### config.mk
export PLATFORM = sky130hd
export DESIGN_NAME = ps2_mouse_packet_decoder
export DESIGN_NICKNAME = d
export VERILOG_FILES = /design/src/hw/rtl/pmd_pkg.sv /design/src/hw/rtl/pmd_front.sv /design/src/hw/rtl/pmd_queue.sv /design/src/hw/rtl/pmd_back.sv /design/src/hw/rtl/ps2_mouse_packet_decoder.sv
export SDC_FILE = /design/constraint.sdc
export NUM_CORES = 1
export LEC_CHECK = 0
export BUFFER_PORTS_ARGS = -buffer_cell sky130_fd_sc_hd__buf_4
export CORE_MARGIN = 2
export CORE_UTILIZATION = 50
export CTS_CLUSTER_SIZE = 40
export DETAILED_ROUTE_END_ITERATION = 7
export GPL_ROUTABILITY_DRIVEN = 0
export HOLD_SLACK_MARGIN = 0.05
export PLACE_DENSITY = 0.68
export SETUP_SLACK_MARGIN = 0.02
export SYNTH_ARGS = -nofsm -noshare
export SYNTH_HDL_FRONTEND = slang
export SYNTH_SLANG_ARGS = --single-unit
export TNS_END_PERCENT = 10
### constraint.sdc
create_clock -name clk -period 6.11 [get_ports clk]
set_input_delay 0.611 -clock clk [delete_from_list [all_inputs] [get_ports clk]]
set_output_delay 0.611 -clock clk [all_outputs]
set_load 0.02 [all_outputs]
### src/hw/rtl/pmd_pkg.sv
// ----------------------------------------------------------------------------
// pmd_pkg
// Shared types and constants for the PS/2 mouse packet decoder.
// ----------------------------------------------------------------------------
package pmd_pkg;

  // Header byte bit positions
  localparam int unsigned HDR_LEFT_BIT   = 0;
  localparam int unsigned HDR_RIGHT_BIT  = 1;
  localparam int unsigned HDR_MIDDLE_BIT = 2;
  localparam int unsigned HDR_SYNC_BIT   = 3;
  localparam int unsigned HDR_XSIGN_BIT  = 4;
  localparam int unsigned HDR_YSIGN_BIT  = 5;
  localparam int unsigned HDR_XOVF_BIT   = 6;
  localparam int unsigned HDR_YOVF_BIT   = 7;

  // Event kinds
  localparam logic KIND_MOTION = 1'b0;
  localparam logic KIND_BUTTON = 1'b1;

  // Button identifiers
  localparam logic [1:0] BTN_LEFT   = 2'd0;
  localparam logic [1:0] BTN_RIGHT  = 2'd1;
  localparam logic [1:0] BTN_MIDDLE = 2'd2;

  // Byte positions within a packet
  localparam logic [1:0] POS_HEADER = 2'd0;
  localparam logic [1:0] POS_X      = 2'd1;
  localparam logic [1:0] POS_Y      = 2'd2;

  // Decoded packet handed from front to back
  typedef struct packed {
    logic              motion;   // motion event pending
    logic signed [8:0] dx;
    logic signed [9:0] dy;       // already negated, down positive
    logic [2:0]        buttons;  // new button state
    logic [2:0]        diff;     // buttons that changed
  } pkt_t;

endpackage

### src/hw/rtl/pmd_front.sv
// ----------------------------------------------------------------------------
// pmd_front
// Byte assembly: resync, header/X hold, delta formation, button change mask.
// ----------------------------------------------------------------------------
module pmd_front (
  input  logic          clk,
  input  logic          rst_n,
  input  logic          cfg_wr_en,
  input  logic          cfg_wr_data,
  input  logic          in_valid,
  output logic          in_ready,
  input  logic [7:0]    in_rx_byte,
  output logic          q_push,
  output pmd_pkg::pkt_t q_wdata,
  input  logic          q_ready
);
  import pmd_pkg::*;

  logic        enable_r;
  logic [1:0]  pos_r, pos_nxt;
  logic [7:0]  hdr_r;
  logic [7:0]  x_r;
  logic [2:0]  prev_r, prev_nxt;
  logic        accept;
  logic        complete;
  logic        ovf;
  logic signed [8:0] dx;
  logic signed [8:0] dy9;
  logic signed [9:0] dy_neg;
  logic [2:0]  buttons;
  logic [2:0]  diff;
  logic        motion;

  // only the completing beat needs queue space
  assign in_ready = !pos_r[1] || q_ready;
  assign accept   = in_valid && in_ready;
  assign complete = accept && pos_r[1];

  assign ovf     = hdr_r[HDR_XOVF_BIT] || hdr_r[HDR_YOVF_BIT];
  assign dx      = ovf ? 9'sd0 : $signed({hdr_r[HDR_XSIGN_BIT], x_r});
  assign dy9     = ovf ? 9'sd0 : $signed({hdr_r[HDR_YSIGN_BIT], in_rx_byte});
  assign dy_neg  = -10'(dy9);
  assign buttons = hdr_r[HDR_MIDDLE_BIT:HDR_LEFT_BIT];
  assign diff    = buttons ^ prev_r;
  assign motion  = (dx != 9'sd0) || (dy9 != 9'sd0);

  assign q_push          = complete && enable_r && (motion || (diff != 3'b000));
  assign q_wdata.motion  = motion;
  assign q_wdata.dx      = dx;
  assign q_wdata.dy      = dy_neg;
  assign q_wdata.buttons = buttons;
  assign q_wdata.diff    = diff;

  always_comb begin
    pos_nxt  = pos_r;
    prev_nxt = prev_r;
    if (accept) begin
      priority if (pos_r == POS_HEADER) begin
        if (in_rx_byte[HDR_SYNC_BIT]) pos_nxt = POS_X;
      end else if (pos_r == POS_X) begin
        pos_nxt = POS_Y;
      end else begin
        pos_nxt = POS_HEADER;
        if (enable_r) prev_nxt = buttons;
      end
    end
  end

  always_ff @(posedge clk) begin
    if (!rst_n) begin
      enable_r <= 1'b0;
      pos_r    <= POS_HEADER;
      prev_r   <= 3'b000;
    end else begin
      if (cfg_wr_en) enable_r <= cfg_wr_data;
      pos_r  <= pos_nxt;
      prev_r <= prev_nxt;
    end
  end

  // held bytes, no reset
  always_ff @(posedge clk) begin
    if (accept && pos_r == POS_HEADER && in_rx_byte[HDR_SYNC_BIT]) hdr_r <= in_rx_byte;
    if (accept && pos_r == POS_X) x_r <= in_rx_byte;
  end

endmodule

### src/hw/rtl/pmd_queue.sv
// ----------------------------------------------------------------------------
// pmd_queue
// Two-entry packet queue between front and back.
// ----------------------------------------------------------------------------
module pmd_queue (
  input  logic          clk,
  input  logic          rst_n,
  input  logic          push,
  input  pmd_pkg::pkt_t wdata,
  output logic          wready,
  input  logic          pop,
  output pmd_pkg::pkt_t rdata,
  output logic          rvalid
);
  import pmd_pkg::*;

  pkt_t       mem_r [2];
  logic       wr_ptr_r;
  logic       rd_ptr_r;
  logic [1:0] count_r;
  logic       do_push;
  logic       do_pop;

  assign wready  = (count_r != 2'd2);
  assign rvalid  = (count_r != 2'd0);
  assign rdata   = mem_r[rd_ptr_r];
  assign do_push = push && wready;
  assign do_pop  = pop && rvalid;

  always_ff @(posedge clk) begin
    if (!rst_n) begin
      wr_ptr_r <= 1'b0;
      rd_ptr_r <= 1'b0;
      count_r  <= 2'd0;
    end else begin
      if (do_push) wr_ptr_r <= ~wr_ptr_r;
      if (do_pop)  rd_ptr_r <= ~rd_ptr_r;
      unique case ({do_push, do_pop})
        2'b10:   count_r <= count_r + 2'd1;
        2'b01:   count_r <= count_r - 2'd1;
        default: count_r <= count_r;
      endcase
    end
  end

  always_ff @(posedge clk) begin
    if (do_push) mem_r[wr_ptr_r] <= wdata;
  end

`ifndef SYNTHESIS
  a_count_range: assert property (@(posedge clk) disable iff (!rst_n)
    count_r != 2'd3)
    else $error("queue count out of range");
`endif

endmodule

### src/hw/rtl/pmd_back.sv
// ----------------------------------------------------------------------------
// pmd_back
// Event sequencer: expands one packet into motion and button beats.
// ----------------------------------------------------------------------------
module pmd_back (
  input  logic              clk,
  input  logic              rst_n,
  input  pmd_pkg::pkt_t     q_rdata,
  input  logic              q_rvalid,
  output logic              q_pop,
  output logic              out_valid,
  input  logic              out_ready,
  output logic              out_event_kind,
  output logic signed [8:0] out_move_x,
  output logic signed [9:0] out_move_y,
  output logic [1:0]        out_button_id,
  output logic              out_pressed,
  output logic              out_last_event
);
  import pmd_pkg::*;

  pkt_t        cur_r;
  logic [3:0]  pend_r, pend_nxt;   // bit0 motion, bits 3:1 left/right/middle
  logic [3:0]  sel;
  logic [3:0]  pend_after;
  logic        out_free;
  logic        emit;
  logic        emit_last;

  logic              valid_r, valid_nxt;
  logic              kind_r, kind_nxt;
  logic signed [8:0] mx_r, mx_nxt;
  logic signed [9:0] my_r, my_nxt;
  logic [1:0]        id_r, id_nxt;
  logic              prs_r, prs_nxt;
  logic              last_r, last_nxt;

  assign out_free   = !valid_r || out_ready;
  assign emit       = out_free && (pend_r != 4'b0000);
  assign q_pop      = (pend_r == 4'b0000) && q_rvalid;
  assign sel        = pend_r & (~pend_r + 4'd1);   // lowest pending
  assign pend_after = pend_r & ~sel;
  assign emit_last  = (pend_after == 4'b0000);

  always_comb begin
    pend_nxt  = pend_r;
    valid_nxt = valid_r;
    kind_nxt  = kind_r;
    mx_nxt    = mx_r;
    my_nxt    = my_r;
    id_nxt    = id_r;
    prs_nxt   = prs_r;
    last_nxt  = last_r;
    if (q_pop) begin
      pend_nxt = {q_rdata.diff, q_rdata.motion};
    end else if (emit) begin
      pend_nxt = pend_after;
    end
    if (emit) begin
      valid_nxt = 1'b1;
      last_nxt  = emit_last;
      priority if (sel[0]) begin
        kind_nxt = KIND_MOTION;
        mx_nxt   = cur_r.dx;
        my_nxt   = cur_r.dy;
        id_nxt   = BTN_LEFT;
        prs_nxt  = 1'b0;
      end else if (sel[1]) begin
        kind_nxt = KIND_BUTTON;
        mx_nxt   = 9'sd0;
        my_nxt   = 10'sd0;
        id_nxt   = BTN_LEFT;
        prs_nxt  = cur_r.buttons[HDR_LEFT_BIT];
      end else if (sel[2]) begin
        kind_nxt = KIND_BUTTON;
        mx_nxt   = 9'sd0;
        my_nxt   = 10'sd0;
        id_nxt   = BTN_RIGHT;
        prs_nxt  = cur_r.buttons[HDR_RIGHT_BIT];
      end else begin
        kind_nxt = KIND_BUTTON;
        mx_nxt   = 9'sd0;
        my_nxt   = 10'sd0;
        id_nxt   = BTN_MIDDLE;
        prs_nxt  = cur_r.buttons[HDR_MIDDLE_BIT];
      end
    end else if (out_ready) begin
      valid_nxt = 1'b0;
    end
  end

  always_ff @(posedge clk) begin
    if (!rst_n) begin
      pend_r  <= 4'b0000;
      valid_r <= 1'b0;
    end else begin
      pend_r  <= pend_nxt;
      valid_r <= valid_nxt;
    end
  end

  always_ff @(posedge clk) begin
    if (q_pop) cur_r <= q_rdata;
    kind_r <= kind_nxt;
    mx_r   <= mx_nxt;
    my_r   <= my_nxt;
    id_r   <= id_nxt;
    prs_r  <= prs_nxt;
    last_r <= last_nxt;
  end

  assign out_valid      = valid_r;
  assign out_event_kind = kind_r;
  assign out_move_x     = mx_r;
  assign out_move_y     = my_r;
  assign out_button_id  = id_r;
  assign out_pressed    = prs_r;
  assign out_last_event = last_r;

`ifndef SYNTHESIS
  a_load_nonempty: assert property (@(posedge clk) disable iff (!rst_n)
    q_pop |=> (pend_r != 4'b0000))
    else $error("queued packet carried no event");

  a_last_drains: assert property (@(posedge clk) disable iff (!rst_n)
    (emit && emit_last) |=> (pend_r == 4'b0000))
    else $error("last beat sent with events still pending");

  a_button_no_motion: assert property (@(posedge clk) disable iff (!rst_n)
    (valid_r && kind_r == KIND_BUTTON) |-> (mx_r == 9'sd0 && my_r == 10'sd0))
    else $error("button beat carries motion");
`endif

endmodule

### src/hw/rtl/ps2_mouse_packet_decoder.sv
// ----------------------------------------------------------------------------
// ps2_mouse_packet_decoder
// Turns a received PS/2 mouse byte stream into motion and button beats.
// ----------------------------------------------------------------------------
// Feed received bytes on the in_ channel; events come out on the out_ channel.
// A byte at packet start with bit 3 clear is dropped to regain framing. On the
// third byte of a packet, with cfg reporting enabled, the block yields up to
// four beats: a motion beat (Y negated, down positive) when either delta is
// non-zero, then one beat per changed button in the order left, right,
// middle; out_last_event marks the final beat of the packet. Overflow zeroes
// motion but buttons still report. With reporting off, packets are consumed
// silently and the button history is left alone. Input bytes are taken one
// per cycle; the event sequencer fetches each packet from the two-entry
// packet queue, emits its beats as the output accepts them and finishes
// it before fetching the next, and the input only stalls on a third byte
// while that queue is full. Write cfg_wr_data only while the block is idle.
module ps2_mouse_packet_decoder (
  input  logic              clk,
  input  logic              rst_n,
  // configuration
  input  logic              cfg_wr_en,
  input  logic              cfg_wr_data,    // reporting enabled
  // received bytes
  input  logic              in_valid,
  output logic              in_ready,
  input  logic [7:0]        in_rx_byte,
  // events
  output logic              out_valid,
  input  logic              out_ready,
  output logic              out_event_kind,
  output logic signed [8:0] out_move_x,
  output logic signed [9:0] out_move_y,
  output logic [1:0]        out_button_id,
  output logic              out_pressed,
  output logic              out_last_event
);
  import pmd_pkg::*;

  // front -> queue
  logic q_push;
  pkt_t q_wdata;
  logic q_wready;
  // queue -> back
  pkt_t q_rdata;
  logic q_rvalid;
  logic q_pop;

  // Front: framing, held bytes, deltas, button change mask
  pmd_front u_front (
    .clk         (clk),
    .rst_n       (rst_n),
    .cfg_wr_en   (cfg_wr_en),
    .cfg_wr_data (cfg_wr_data),
    .in_valid    (in_valid),
    .in_ready    (in_ready),
    .in_rx_byte  (in_rx_byte),
    .q_push      (q_push),
    .q_wdata     (q_wdata),
    .q_ready     (q_wready)
  );

  // Decoupling queue: only packets that produce at least one beat enter it
  pmd_queue u_queue (
    .clk    (clk),
    .rst_n  (rst_n),
    .push   (q_push),
    .wdata  (q_wdata),
    .wready (q_wready),
    .pop    (q_pop),
    .rdata  (q_rdata),
    .rvalid (q_rvalid)
  );

  // Back: one beat per cycle while the output accepts, into a registered output stage
  pmd_back u_back (
    .clk            (clk),
    .rst_n          (rst_n),
    .q_rdata        (q_rdata),
    .q_rvalid       (q_rvalid),
    .q_pop          (q_pop),
    .out_valid      (out_valid),
    .out_ready      (out_ready),
    .out_event_kind (out_event_kind),
    .out_move_x     (out_move_x),
    .out_move_y     (out_move_y),
    .out_button_id  (out_button_id),
    .out_pressed    (out_pressed),
    .out_last_event (out_last_event)
  );

endmodule
==> metrics.txt <==
status=complete, no violations; RSZ-0062 raised after global routing=no; Crit path max-delay family=simple AND/OR/NAND/NOR gates; DRC Markers=0; Die Area=10,700 um2; Leak=2.08 nW; hold depth=1; worst hold slack=0.299 ns; Detailed Route WL=7150 um; post-layout min period=3.58 ns; Starting Density=50.9%; Synth Register Bits=129; CTS H-tree lvls=4; via/cell ratio=5.05; Max stage delay on crit path=0.70 ns; # setup viols final=0; Std-Cell Rows=36; worst vdd ir=0.245 mV; Max Buffers Root-to-Sink=2; slowest stage cell, crit path=nor2_1; Hold Path Class=in2reg; syn avg cell area=16.6 um2; Crit path required time=6.55 ns; Die W=103 um; fraction of layout cells with a size suffix above 1=29.8%; worst path cell trace=nor2_1, nand2_1, ha_1, o21ai_1, a21oi_1, ha_1, nor4b_1, a32oi_2, o21bai_4, ha_1, or3_1, a21boi_0; hold path start=in_rx_byte[7]; yosys synthesis warning count=0; setup_tns=0 ns; routed length per instance=14.4 um; Root Buffer=clkbuf_8; power after layout=2.28 mW; vias in the first global route=2,284; clock sinks=129; antenna diode count=0; post-synth top area cell=edfxtp_1; Reg clk slew, reported paths=0.06 ns; fin nets=366; worst-path maximum fanout=18; reg2reg end=u_queue.count_r[1]$_SDFFE_PN0P_; Core Box Area=9680 um2; Post-Syn Area=4930 um2; asr flop ratio synth=0%; Reg2Reg Setup Slack=2.53 ns; first-pass GRT wire length=11,500 um; Max Slew Vio Count=0; Syn Inst Count=297; Hold EP=u_front.x_r[7]$_DFFE_PP_; count of different cell masters after synthesis=42; PostCTS Resize Cnt=0; slew margin rel.=18.2%; largest net degree at the start of global routing=29; Fmax=279 MHz; Final Util=61.4%; EDFF count, synth=113; initial antenna violation count=0; crit share post-route=58.6%; CP most frequent cell=ha_1; drt pass-1 iters=6; post-synth top area share=68.9%; Synth Flop Type=edfxtp_1; Die Ht=103 um; post-synthesis sequential area ratio=75.4%; Post-CTS Setup Bufs=0; Syn Nets=314; # IOs=40; CP Buf/Inv Count=0; startpoint types=flip-flop; DP HPWL=4690 um; most frequent cells in the layout=edfxtp_1, buf_4, and2_1, mux2_2; Worst Tran Pin Value=1.23 ns; Layout area overhead=20.6%; commonest non-fill, non-tap cell in the layout=edfxtp_1; Synth area leaders=edfxtp_1, dfxtp_1, mux2_2; clk_lat worst skew=0.52 ns; CTS tree=yes; RR Startpoint=u_front.hdr_r[7]$_DFFE_PP_; TritonCTS buffer count=17; arrival time worst endpoint=4.02 ns; Max Cap Viol=0; initial drt markers=114; Fin. Hold Viols=0; total grt overflow=0; cts hold-fix bufs=0; crit path kind=reg2reg; CP Capture Type=flip-flop; Tot GR Track Use=14.8%; # fillers=713; reg2reg path depth=12; I/O Buffers=39; Setup Skew=0.00918 ns; Post-DRT Antenna Nets=0; pwr/cell area=384 nW/um2; Via Count=2,498
[metrics by stage]
stage               setup slack [ns]  cells  area, um2
floorplan                       2.42    297       4930
global placement                2.77    463       5380
detailed placement              2.58    463       5380
CTS                             2.55    495       5940
global route                    2.20    495       5940
finish                          2.53    495       5940
[worst max path at each step]
stage,from,endpoint,slack (ns),cells after the start
5_1_grt,u_front.hdr_r[7]$_DFFE_PP_,u_queue.count_r[1]$_SDFFE_PN0P_,2.20,12
2_1_floorplan,u_front.hdr_r[7]$_DFFE_PP_,u_queue.mem_r[1][0]$_DFFE_PP_,2.42,11
3_3_place_gp,u_front.hdr_r[7]$_DFFE_PP_,u_queue.count_r[1]$_SDFFE_PN0P_,2.77,12
6_report,u_front.hdr_r[7]$_DFFE_PP_,u_queue.count_r[1]$_SDFFE_PN0P_,2.53,12
3_5_place_dp,u_front.hdr_r[7]$_DFFE_PP_,u_queue.count_r[1]$_SDFFE_PN0P_,2.58,12
4_1_cts,u_front.hdr_r[7]$_DFFE_PP_,u_queue.count_r[1]$_SDFFE_PN0P_,2.55,12
[layer usage]
metal	global-route usage, %	vias to the layer above	wire length [um]
met4	6.88	0	119
met3	5.04	13	324
met2	21.7	69	3330
li1	-	1208	-
met5	0	-	0
met1	20.1	1208	3380
[Yosys cell counts, types with 2 or more instances]
master and count:
ha_1 3, buf_2 4, nor2b_1 7, xnor2_1 5
o21ai_0 5, nand2b_1 2, nor3_1 3, xor2_1 4
a21oi_1 6, or3_1 5, nand2_1 12, inv_1 5
or2_2 2, and2_1 34, edfxtp_1 113, nor2_1 10
clkbuf_1 5, dfxtp_1 16, a21boi_0 3, mux2i_1 9
mux2_2 23
[cells by family after synthesis]
family,after synthesis,synth area share [%]
xor gates and xnor gates,9,1.60
DFF,129,75.4
muxes,32,7.09
buffers and inverters,14,1.17
and+or+nand+nor,86,10.5
AOI/OAI and AO/OA,23,3.33
adders and majority gates,4,0.965
[sequential cells by signal, indices dropped and copies added (netlist names), named ones only]
signal	cells
u_queue.mem_r	52
u_back.cur_r	22
u_back.out_move_y	10
u_back.out_move_x	9
u_front.x_r	8
u_front.hdr_r	7
u_back.pend_r	4
u_front.prev_r	3
u_back.out_button_id	2
u_front.pos_r	2
u_queue.count_r	2
u_back.out_event_kind	1
u_back.out_last_event	1
u_back.out_pressed	1
u_back.out_valid	1
u_front.enable_r	1
u_queue.rd_ptr_r	1
u_queue.wr_ptr_r	1
[layout make-up]
cell class              instances  area (um2)  share of cell area [%]
flip-flops and latches        129        3710                    62.5
multi-input cells             154        1160                    19.6
clock buffers                  17         414                    6.97
repair buffers                 42         315                    5.31
well taps                     133         166                    2.80
clock inverters                15         151                    2.55
inverters                       5        18.8                   0.316
[report_power, final]
part / total [mW] / internal, mW / switching, mW
Clock: 0.939 / 0.551 / 0.388
Sequential: 1.10 / 1.06 / 0.0472
Combinational: 0.242 / 0.112 / 0.131
Power figures use the tool's default switching activity.
